==> src/design/kvca_div.sv <==
// ----------------------------------------------------------------------------
// kvca_div
// Restoring unsigned divider, one quotient bit per cycle.
// ----------------------------------------------------------------------------
`default_nettype none

module kvca_div #(
    parameter int N_W = 39,
    parameter int D_W = 21
) (
    input  wire logic           i_clk,
    input  wire logic           i_rst_n,
    input  wire logic           i_start,
    input  wire logic [N_W-1:0] i_dividend,
    input  wire logic [D_W-1:0] i_divisor,
    output logic                o_busy,
    output logic                o_done,
    output logic [N_W-1:0]      o_quot
);

    localparam int C_W = $clog2(N_W + 1);

    logic             r_busy;
    logic             r_done;
    logic [C_W-1:0]   r_cnt;
    logic [N_W-1:0]   r_q;
    logic [D_W-1:0]   r_rem;
    logic [D_W-1:0]   r_div;
    logic [D_W:0]     w_rem_sh;
    logic [D_W:0]     w_rem_sub;
    logic             w_qbit;

    // trial subtraction
    always_comb begin
        w_rem_sh  = {r_rem, r_q[N_W-1]};
        w_rem_sub = w_rem_sh - {1'b0, r_div};
        w_qbit    = (w_rem_sh >= {1'b0, r_div});
    end

    // control
    always_ff @(posedge i_clk) begin
        if (!i_rst_n) begin
            r_busy <= 1'b0;
            r_done <= 1'b0;
            r_cnt  <= '0;
        end else begin
            r_done <= 1'b0;
            if (i_start) begin
                r_busy <= 1'b1;
                r_cnt  <= '0;
            end else if (r_busy) begin
                if (r_cnt == C_W'(N_W - 1)) begin
                    r_busy <= 1'b0;
                    r_done <= 1'b1;
                end
                r_cnt <= r_cnt + 1'b1;
            end
        end
    end

    // datapath
    always_ff @(posedge i_clk) begin
        if (i_start) begin
            r_q   <= i_dividend;
            r_rem <= '0;
            r_div <= i_divisor;
        end else if (r_busy) begin
            r_q   <= {r_q[N_W-2:0], w_qbit};
            r_rem <= w_qbit ? w_rem_sub[D_W-1:0] : w_rem_sh[D_W-1:0];
        end
    end

    assign o_busy = r_busy;
    assign o_done = r_done;
    assign o_quot = r_q;

endmodule

`default_nettype wire

==> config.mk <==
export PLATFORM = sky130hd
export DESIGN_NAME = kvca_div
export DESIGN_NICKNAME = d
export VERILOG_FILES = /design/src/design/kvca_div.sv
export SDC_FILE = /design/constraint.sdc
export NUM_CORES = 1
export LEC_CHECK = 0
export ABC_CLOCK_PERIOD_IN_PS = 2800
export BUFFER_PORTS_ARGS = -buffer_cell sky130_fd_sc_hd__buf_2
export CORE_UTILIZATION = 49
export CTS_CLUSTER_DIAMETER = 60
export DETAILED_ROUTE_END_ITERATION = 8
export PLACE_DENSITY = 0.8
export SYNTH_ARGS = -nofsm -noshare
export SYNTH_HDL_FRONTEND = slang
export SYNTH_SLANG_ARGS = --single-unit
==> constraint.sdc <==
create_clock -name i_clk -period 2.8 [get_ports i_clk]
set_input_delay 0.42 -clock i_clk [delete_from_list [all_inputs] [get_ports i_clk]]
set_output_delay 0.42 -clock i_clk [all_outputs]
set_load 0.02 [all_outputs]
==> results.ini <==
[power_and_ir_drop]
p_per_area_mw_per_mm2=556
clkPwrFrac_pct=29.3
pwr-share-comb_pct=20.3
p_sw_uw=917
leakage_uw=0.00241
p_int_uw=2220
peakVddDrop_uv=363
netSwitchingFraction_pct=29.3
seq_power_share_pct=50.5

[route]
first_pass_iters=4
via_count=3674
wl_um=10600
drc_errors=0
drtIter0Drc=247
wl_per_cell_um=15.8
vias_per_cell=5.49
ant_nets=0

[global_routing]
grt_pass1_wl_um=17000
grt_usage_pct=21.9
first_global_vias=3704
antenna_found_initial=0
grt_overflow=0
grt_max_degree=40

[clock_tree]
cts.path.max_buffers=2
worstSkewPairLatency_ps=370
cts_tree=yes
cts_hold_buf=0
clkTransAtPathRegs_ps=100
cts_buffers=9
htree_levels=3
cts_root_buf=clkbuf_8
cts_sinks=89

[outcome]
status=finished, final reports clean

[finish]
diodes=0
final_nets=622
fin_cells=669
area_delta_synth_final_pct=20.5
fillCellCount=789
drive_gt1_share_pct=35.2

[logic_synthesis]
synthDistinctLibCells=48
synth.largest_area_cell=edfxtp_1
yosys-top-cells-area=edfxtp_1 39%, dfxtp_1 12%, mux2_2 9.4%
syn_avg_cell_area_um2=11.3
yosys_register_bits=89
ys_seq_area_share_pct=51.0
yosysMostFrequentCell=edfxtp_1
synthCells=415
yosys.area.top_type_share_pct=38.6
synth_area_mm2=0.00467
synth_common_cells=60 x edfxtp_1, 39 x mux2_2, 35 x nor2_1, 29 x dfxtp_1, 29 x nand2_1
syn_nets=502
synthArstFlopShare_pct=0
synth_edf_count=60
ys_warn_count=0
synthFlopType=edfxtp_1

[die]
die_h_um=99.7
rows=35
start_util_pct=50.6
die_w_um=99.7
die_area_mm2=0.00993
io_pins=104
core_mm2=0.00924

[placed_design]
io_buffers=103
place_congestion=0.889
dp_hpwl_um=7780
place_ws_ps=31.3
dp.cells=645

[setup_path]
worstPathRequired_ps=3080
worstPathArrival_ps=2990
worstSetupEndpointType=flop
crit_type=reg2reg
critPathLaunchType=flop
critPathMaxFanout=3

[timing]
fmax_mhz=368
final-setup-viol-count=0
worst_pin_slew_ps=582
slew_viol_final=0
relSlewSlack_pct=61.1
hold_viol=0
worst_slack_ps=82.6
clock_skew_ps=15.5
fin_crit_ps=2720
finalCritPeriodShare_pct=97.0

[hold_path]
hp-class=in2reg

[job]
maxCapViolCount=0

[metal layers]
| metal | wire (µm) | global-route usage, % | vias up |
|---|---|---|---|
| li1 | - | - | 1777 |
| met1 | 4490 | 26.8 | 1741 |
| met2 | 5140 | 36.3 | 145 |
| met3 | 828 | 7.24 | 11 |
| met4 | 150 | 7.47 | 0 |
| met5 | 0 | 0 | - |
[critical path: stages (launching register included)]
cell,delay (ps)
edfxtp_1,390
inv_1,70
ha_1,150
inv_1,50
fa_2,370
a21o_1,190
buf_4,140
a311oi_1,290
nor3b_1,140
o22a_1,270
a41oi_1,290
mux2i_1,210
nand2_1,60
[state kept, by name, summed over array words and instances (netlist names)]
signal  flops
o_busy      1
r_rem      21
o_done      1
r_cnt       6
o_quot     39
r_div      21
[final cells by class]
class                      instances  area, µm²  area share [%]
tap                              129        161            2.87
timing repair buffer             124        681            12.1
clock inverter                     7       77.6            1.38
clock buffer                       9        124            2.20
inverter                          27        101            1.80
multi-input combinational        284       2100            37.4
sequential                        89       2380            42.3
[repair_timing]
| action | 4_1_cts | 5_1_grt |
|---|---|---|
| endpoints found under the setup margin | 0 | 19 |
| gates resized for setup | 0 | 3 |
| endpoints found under the hold margin | 0 | 0 |
| buffers inserted | 0 | 7 |
[logic make-up after synthesis]
kind of cell,synth area share [%]
AND/OR/NAND/NOR,10.3
AO/OA/AOI/OAI,14.3
flip-flops,51.0
multiplexers,10.3
buffers and inverters,4.04
adder cells (fa/ha/maj),6.59
XOR/XNOR,3.56
[layout by cell type (no fill, tap or decap), drive strengths merged, types with 6 or more instances in the layout]
cell / synthesis / routed
buf: 5 / 124
edfxtp: 60 / 60
mux2: 39 / 39
nor2: 35 / 35
nand2: 30 / 30
inv: 27 / 30
dfxtp: 29 / 29
a21oi: 25 / 25
ha: 23 / 23
o21ai: 23 / 23
xor2: 14 / 14
a211oi: 11 / 11
nor3: 9 / 9
clkbuf: 10 / 9
and3: 6 / 6
a21o: 6 / 6
a311oi: 6 / 6
[through the flow]
step | instance area (µm²) | utilization, % | TNS [ps] | hold WS, ps | power, µW
final | 5630 | 60.9 | 0 | 215 | 3130
after global routing | 5630 | 60.9 | -12.5 | 209 | 3250
after CTS | 5560 | 60.2 | 0 | 207 | 3130
after detailed placement | 5360 | 58.0 | 0 | 492 | 2230
after global placement | 5360 | 58.0 | 0 | 466 | 2210
after floorplan | 4670 | - | 0 | 453 | 2020
[path summary, 6_finish.rpt]
kind / slack, ps / start / cells after the start / end
hold / removal: 220 / i_divisor[18] / 1 / r_div[18]$_DFFE_PP_
setup / recovery: 80 / o_quot[38]$_DFFE_PP_ / 12 / r_rem[20]$_SDFFE_PP0P_
setup reg to reg: 80 / o_quot[38]$_DFFE_PP_ / 12 / r_rem[20]$_SDFFE_PP0P_
hold reg to reg: 510 / r_cnt[5]$_SDFFE_PP0P_ / 2 / o_done$_SDFF_PP0_
[power groups by stage]
stage          Clock, µW  Sequential, µW  Combinational (µW)
6_report             916            1580                 636
5_1_grt              970            1590                 691
4_1_cts              927            1580                 623
3_5_place_dp           0            1610                 620
3_3_place_gp           0            1610                 605
2_1_floorplan          0            1680                 346
Power figures use the tool's default switching activity.
