==> src/design/kvca_pkg.sv <==
// ----------------------------------------------------------------------------
// kvca_pkg
// Shared types, constants and elaboration helpers for the key/value cache
// attention block.
// ----------------------------------------------------------------------------
`default_nettype none

package kvca_pkg;

    // default geometry
    localparam int HEADS_DEF       = 2;
    localparam int HEAD_DIM_DEF    = 3;
    localparam int MAX_CONTEXT_DEF = 16;

    // stream payload widths
    localparam int IN_DATA_W  = 32;
    localparam int OUT_DATA_W = 24;

    // field widths
    localparam int POS_W   = 4;
    localparam int ELEM_W  = 5;
    localparam int VAL_W   = 16;
    localparam int HIDX_W  = 1;
    localparam int DIDX_W  = 2;

    // fixed point constants
    localparam int          WGT_W     = 17;
    localparam logic [12:0] LOG2E_Q12 = 13'd5909;

    // 2^(-k/16) in q1.16
    localparam logic [WGT_W-1:0] EXP2_FRAC [0:15] = '{
        17'd65536, 17'd62757, 17'd60097, 17'd57549,
        17'd55109, 17'd52773, 17'd50536, 17'd48393,
        17'd46341, 17'd44376, 17'd42495, 17'd40693,
        17'd38968, 17'd37316, 17'd35734, 17'd34219
    };

    // sequencer states
    typedef enum logic [3:0] {
        ST_IDLE,
        ST_SC_RD,
        ST_SC_MUL,
        ST_SC_ACC,
        ST_SC_SCL,
        ST_SC_RND,
        ST_WT_RD,
        ST_WT_MUL,
        ST_WT_EXP,
        ST_OV_RD,
        ST_OV_MUL,
        ST_OV_ACC,
        ST_DV_GO,
        ST_DIV,
        ST_EMIT
    } t_state;

    // index width of at least one bit
    function automatic int clog2m(input int v);
        return (v > 1) ? $clog2(v) : 1;
    endfunction

    // integer square root, used for the score scale at elaboration
    function automatic longint unsigned isqrt_u64(input longint unsigned x);
        longint unsigned rem;
        longint unsigned res;
        longint unsigned bitv;
        rem  = x;
        res  = 0;
        bitv = 64'd1 << 62;
        for (int i = 0; i < 32; i++) begin
            if (rem >= res + bitv) begin
                rem = rem - (res + bitv);
                res = (res >> 1) + bitv;
            end else begin
                res = res >> 1;
            end
            bitv = bitv >> 2;
        end
        return res;
    endfunction

endpackage

`default_nettype wire

==> src/design/kvca_store.sv <==
// ----------------------------------------------------------------------------
// kvca_store
// Key and value cache memories: one write port, one shared read address,
// registered read data.
// ----------------------------------------------------------------------------
`default_nettype none

module kvca_store #(
    parameter int DEPTH = 96,
    parameter int A_W   = 7
) (
    input  wire logic                          i_clk,
    input  wire logic                          i_key_we,
    input  wire logic                          i_val_we,
    input  wire logic [A_W-1:0]                i_wr_addr,
    input  wire logic [kvca_pkg::VAL_W-1:0]    i_wr_data,
    input  wire logic [A_W-1:0]                i_rd_addr,
    output logic signed [kvca_pkg::VAL_W-1:0]  o_key_rdata,
    output logic signed [kvca_pkg::VAL_W-1:0]  o_val_rdata
);

    logic [kvca_pkg::VAL_W-1:0] r_key_mem [DEPTH];
    logic [kvca_pkg::VAL_W-1:0] r_val_mem [DEPTH];

    // key memory
    always_ff @(posedge i_clk) begin
        if (i_key_we) begin
            r_key_mem[i_wr_addr] <= i_wr_data;
        end
        o_key_rdata <= r_key_mem[i_rd_addr];
    end

    // value memory
    always_ff @(posedge i_clk) begin
        if (i_val_we) begin
            r_val_mem[i_wr_addr] <= i_wr_data;
        end
        o_val_rdata <= r_val_mem[i_rd_addr];
    end

endmodule

`default_nettype wire

==> config.mk <==
export PLATFORM = sky130hd
export DESIGN_NAME = kvca_store
export DESIGN_NICKNAME = d
export VERILOG_FILES = /design/src/design/kvca_pkg.sv /design/src/design/kvca_store.sv
export SDC_FILE = /design/constraint.sdc
export NUM_CORES = 2
export LEC_CHECK = 0
export BUFFER_PORTS_ARGS = -buffer_cell sky130_fd_sc_hd__clkbuf_2
export CAP_MARGIN = 20
export CORE_ASPECT_RATIO = 0.75
export CORE_MARGIN = 4
export CORE_UTILIZATION = 48
export CTS_BUF_LIST = sky130_fd_sc_hd__clkbuf_8
export CTS_CLUSTER_DIAMETER = 30
export CTS_CLUSTER_SIZE = 40
export DETAILED_ROUTE_END_ITERATION = 7
export GPL_TIMING_DRIVEN = 0
export PLACE_DENSITY = 0.65
export SKIP_CTS_REPAIR_TIMING = 1
export SYNTH_ARGS = -nofsm -noshare
export SYNTH_HDL_FRONTEND = slang
export SYNTH_SLANG_ARGS = --single-unit
==> constraint.sdc <==
create_clock -name i_clk -period 2.55 [get_ports i_clk]
set_clock_uncertainty 0.05 [all_clocks]
set_input_delay 0.51 -clock i_clk [delete_from_list [all_inputs] [get_ports i_clk]]
set_output_delay 0.51 -clock i_clk [all_outputs]
set_load 0.01 [all_outputs]
==> Flow_metrics.wiki <==
{| class="wikitable"
! Metric !! Value
|-
| Total die area || about 250,000 um^2
|-
| Clk Latency, worst-skew pair || approximately 1100 ps
|-
| Count of flip-flops with a built-in enable after synthesis || about 3,100
|-
| Pins over their slew limit || 11
|-
| Total cell area at the placement stage || around 130,000 um^2
|-
| Final setup viols || around 190
|-
| Sum of internal, switching and leakage power || 112.6 mW
|-
| Port-buffer cells || between 60 and 70
|-
| Worst setup path start || i_rd_addr[1]
|-
| MaxCap Viol Count || 1
|-
| Cell total after placement || 8,859
|-
| Clock sink count || 3,104
|-
| Maximum achievable frequency || between 0.3 and 0.4 GHz
|-
| Crit share post-route || 1.148
|-
| Number of global-route vias before repair || roughly 62,000
|-
| Routed met2 length || around 190,000 um
|-
| Global router's overall resource usage || 0.3714
|-
| Count of unique library cells instantiated by Yosys || 59
|-
| Starting density of the core || 0.4834
|-
| Data arrival time of the critical path || between 3000 and 4000 ps
|-
| Cell count of the worst hold path || 1
|-
| CTS clock-pin slew for the worst setup and hold paths || around 70 ps
|-
| Area growth syn-to-layout || 20.65%
|-
| Vertical die dimension || 437.8 um
|-
| Avg Vias per Cell || 6.980
|-
| Critical Path Sink Type || flip-flop
|-
| Max FO, Critical Path || 10
|-
| Setup WS post-layout || -378.0 ps
|-
| Core footprint || around 240,000 um^2
|-
| Average cell area after synthesis || 22.38 um^2
|-
| Initial DRC Count || between 10,000 and 15,000
|-
| Data required, critical path || approximately 3500 ps
|-
| Fin area || 142,700 um^2
|-
| Worst IR drop on VDD || between 0.5 and 0.6 mV
|-
| FF-to-FF setup slack || -110 ps
|-
| R2R Path Start || r_val_mem[62][14]
|-
| Final Hold Vio Count || 19
|-
| Total vias in the final route || 68,860
|-
| Highest routed layer || met5
|-
| Capture point of the critical path || o_val_rdata[15]
|-
| Share of power burned in combinational logic || 0.075
|-
| Post-layout net count || just over 6,000
|-
| Fraction of layout cells with a size suffix above 1 || 0.3902
|-
| Met1 routed wirelength after detailed routing || between 150,000 and 200,000 um
|-
| Time the final worst path needs with I/O delays and setup || just under 3000 ps
|-
| Standard-cell row count || between 150 and 200
|-
| RSZ-0062 raised after global routing || true
|-
| Worst rel slew slack || -0.005128
|-
| Post-synth top area share || 0.7802
|-
| Total of flip-flops plus latches after synthesis || 3,104
|-
| # H-tree levels || 5
|-
| Async SR Flop Fraction || 0
|-
| Number of buffers between clock root and the deepest sink || 4
|-
| Detail Route Antenna Nets || 0
|-
| Total number of yosys warnings || 0
|-
| Number of instances in the synthesized netlist || ~5,300
|-
| TritonCTS clock tree || yes
|-
| Non-filler instance count after layout || a little under 10,000
|-
| Clock share of power || 0.424
|-
| Routed wire per std cell || approximately 50 um
|-
| Cell type with the largest total area after synthesis || edfxtp_1
|-
| Number of antenna violations at the first check in global routing || 46
|-
| Root buffer cell || clkbuf_8
|-
| Internal power || approximately 85 mW
|-
| Leading cell types by total area after synthesis || edfxtp_1, mux4_2, mux2i_1
|-
| Wire length of the first global-routing pass || roughly 610,000 um
|-
| Startpoint-to-endpoint class of the critical path || input port to flip-flop
|-
| Post-Synthesis Cell Area || 118,200 um^2
|-
| DP HPWL || roughly 330,000 um
|-
| Pin count of the biggest net entering global routing || between 100 and 150
|-
| Number of detailed-route iterations in the first pass || 8
|-
| Leakage power figure || approximately 45 nW
|-
| Most frequent cell after synthesis || edfxtp_1
|-
| Remaining routing DRC violations || 6
|-
| Total length of routed met3 wires || around 94,000 um
|-
| Final GP Congestion || around 1.1
|-
| Total overflow reported by the global router || 0
|-
| Synth Net Count || ~5,300
|-
| Flip-flop cell with the highest count after synthesis || edfxtp_1
|-
| Fraction of the core area covered by cells at the end of the flow || 0.5833
|-
| TritonCTS Buffers || between 400 and 500
|-
| Sw power || approximately 28 mW
|-
| Violations in the final reports || DRC, hold timing, capacitance limit, slew limit, setup timing
|-
| Detailed Route WL || between 400,000 and 500,000 um
|-
| Ports || 65
|-
| Measured slew at the worst slew-check pin || between 1500 and 2000 ps
|-
| Power Dens Cells || a little under 800 nW/um^2
|-
| Class of the tightest hold or removal check || input port to flip-flop
|-
| Power share of the sequential group || 0.501
|-
| Width of the die || about 580 um
|-
| Worst Hold Slack || -42.07 ps
|-
| R2R depth || 5
|-
| Sequential fraction of the synthesis area || 0.7857
|-
| Run status || complete, but fails checks
|-
| Reg-to-reg endpoint || o_val_rdata[14]
|-
| Top cells by instance count after synthesis || edfxtp_1, mux4_2, nor2_1
|-
| Startpoint type of the worst setup path || input port
|-
| Sw Ratio || 0.2473
|}
==> worst max-delay path, stage by stage <==
cell,delay [ps]
clkbuf_4,160
buf_12,160
buf_12,160
clkinvlp_4,100
buf_4,180
buf_4,260
buf_8,210
buf_4,510
mux2i_1,200
o21ai_0,920
a31o_2,400
==> power groups by stage <==
stage	Clock, mW	Sequential, mW	Combinational (mW)
global placement	0	57.7	6.78
finish	47.8	56.4	8.44
CTS	47.7	56.4	7.21
floorplan	0	57.5	2.64
detailed placement	0	57.5	7.19
global route	50.1	56.4	8.22
==> layer usage <==
layer,up-vias,global-route usage
met5,-,0.02203
met4,40,0.1956
met3,1324,0.2310
met2,7033,0.4724
met1,35968,0.4865
li1,24495,-
==> final cells by class <==
class	count	area [um^2]
timing repair buffer	424	5959
clock inverter	400	4374
antenna	29	72.57
clock buffer	476	6551
multi-input combinational	1869	25390
fill	17466	101900
inverter	3	18.77
buffer	302	3321
tap	3259	4078
sequential	3104	92890
==> placed cells by master, fill, tap and decap left out, types with 61 or more instances in the layout <==
| master | instances |
|---|---|
| buf_8 | 191 |
| nor2_2 | 181 |
| nand2_1 | 96 |
| edfxtp_1 | 3072 |
| clkbuf_8 | 493 |
| a22oi_1 | 123 |
| o22ai_1 | 65 |
| clkbuf_2 | 95 |
| buf_4 | 113 |
| mux4_2 | 715 |
| mux2i_1 | 139 |
| buf_6 | 69 |
| clkinv_1 | 62 |
| buf_16 | 89 |
| bufinv_16 | 77 |
| clkinv_2 | 61 |
==> worst min path at each step <==
stage                startpoint           endpoint  slack, ps
2_1_floorplan      i_wr_data[0]    r_key_mem[0][0]        560
3_3_place_gp   r_key_mem[70][2]     o_key_rdata[2]        820
3_5_place_dp   r_key_mem[70][2]     o_key_rdata[2]        810
4_1_cts            i_wr_data[4]   r_key_mem[21][4]       -160
5_1_grt           i_wr_data[14]  r_val_mem[25][14]         -3
6_report           i_wr_data[2]   r_val_mem[85][2]        -40
==> registers in the layout, summed over array words and instances (netlist names) <==
signal,flops
o_key_rdata,16
o_val_rdata,16
r_key_mem,1536
r_val_mem,1536
==> through the flow <==
stage / setup WS, ps / TNS, ps
finish: -378.0 / -13370
global route: -113.0 / -319.8
CTS: -2761 / -66350
detailed placement: -3923 / -1726570
global placement: -5023 / -
floorplan: 7.233 / 0
==> logic make-up after synthesis <==
kind of cell / Yosys count / share of synthesized area
AOI/OAI and AO/OA: 461 / 0.02821
and+or+nand+nor: 485 / 0.01846
DFF: 3104 / 0.7856
buffers and inverters: 311 / 0.01333
muxes: 923 / 0.1543
Power figures use the tool's default switching activity.
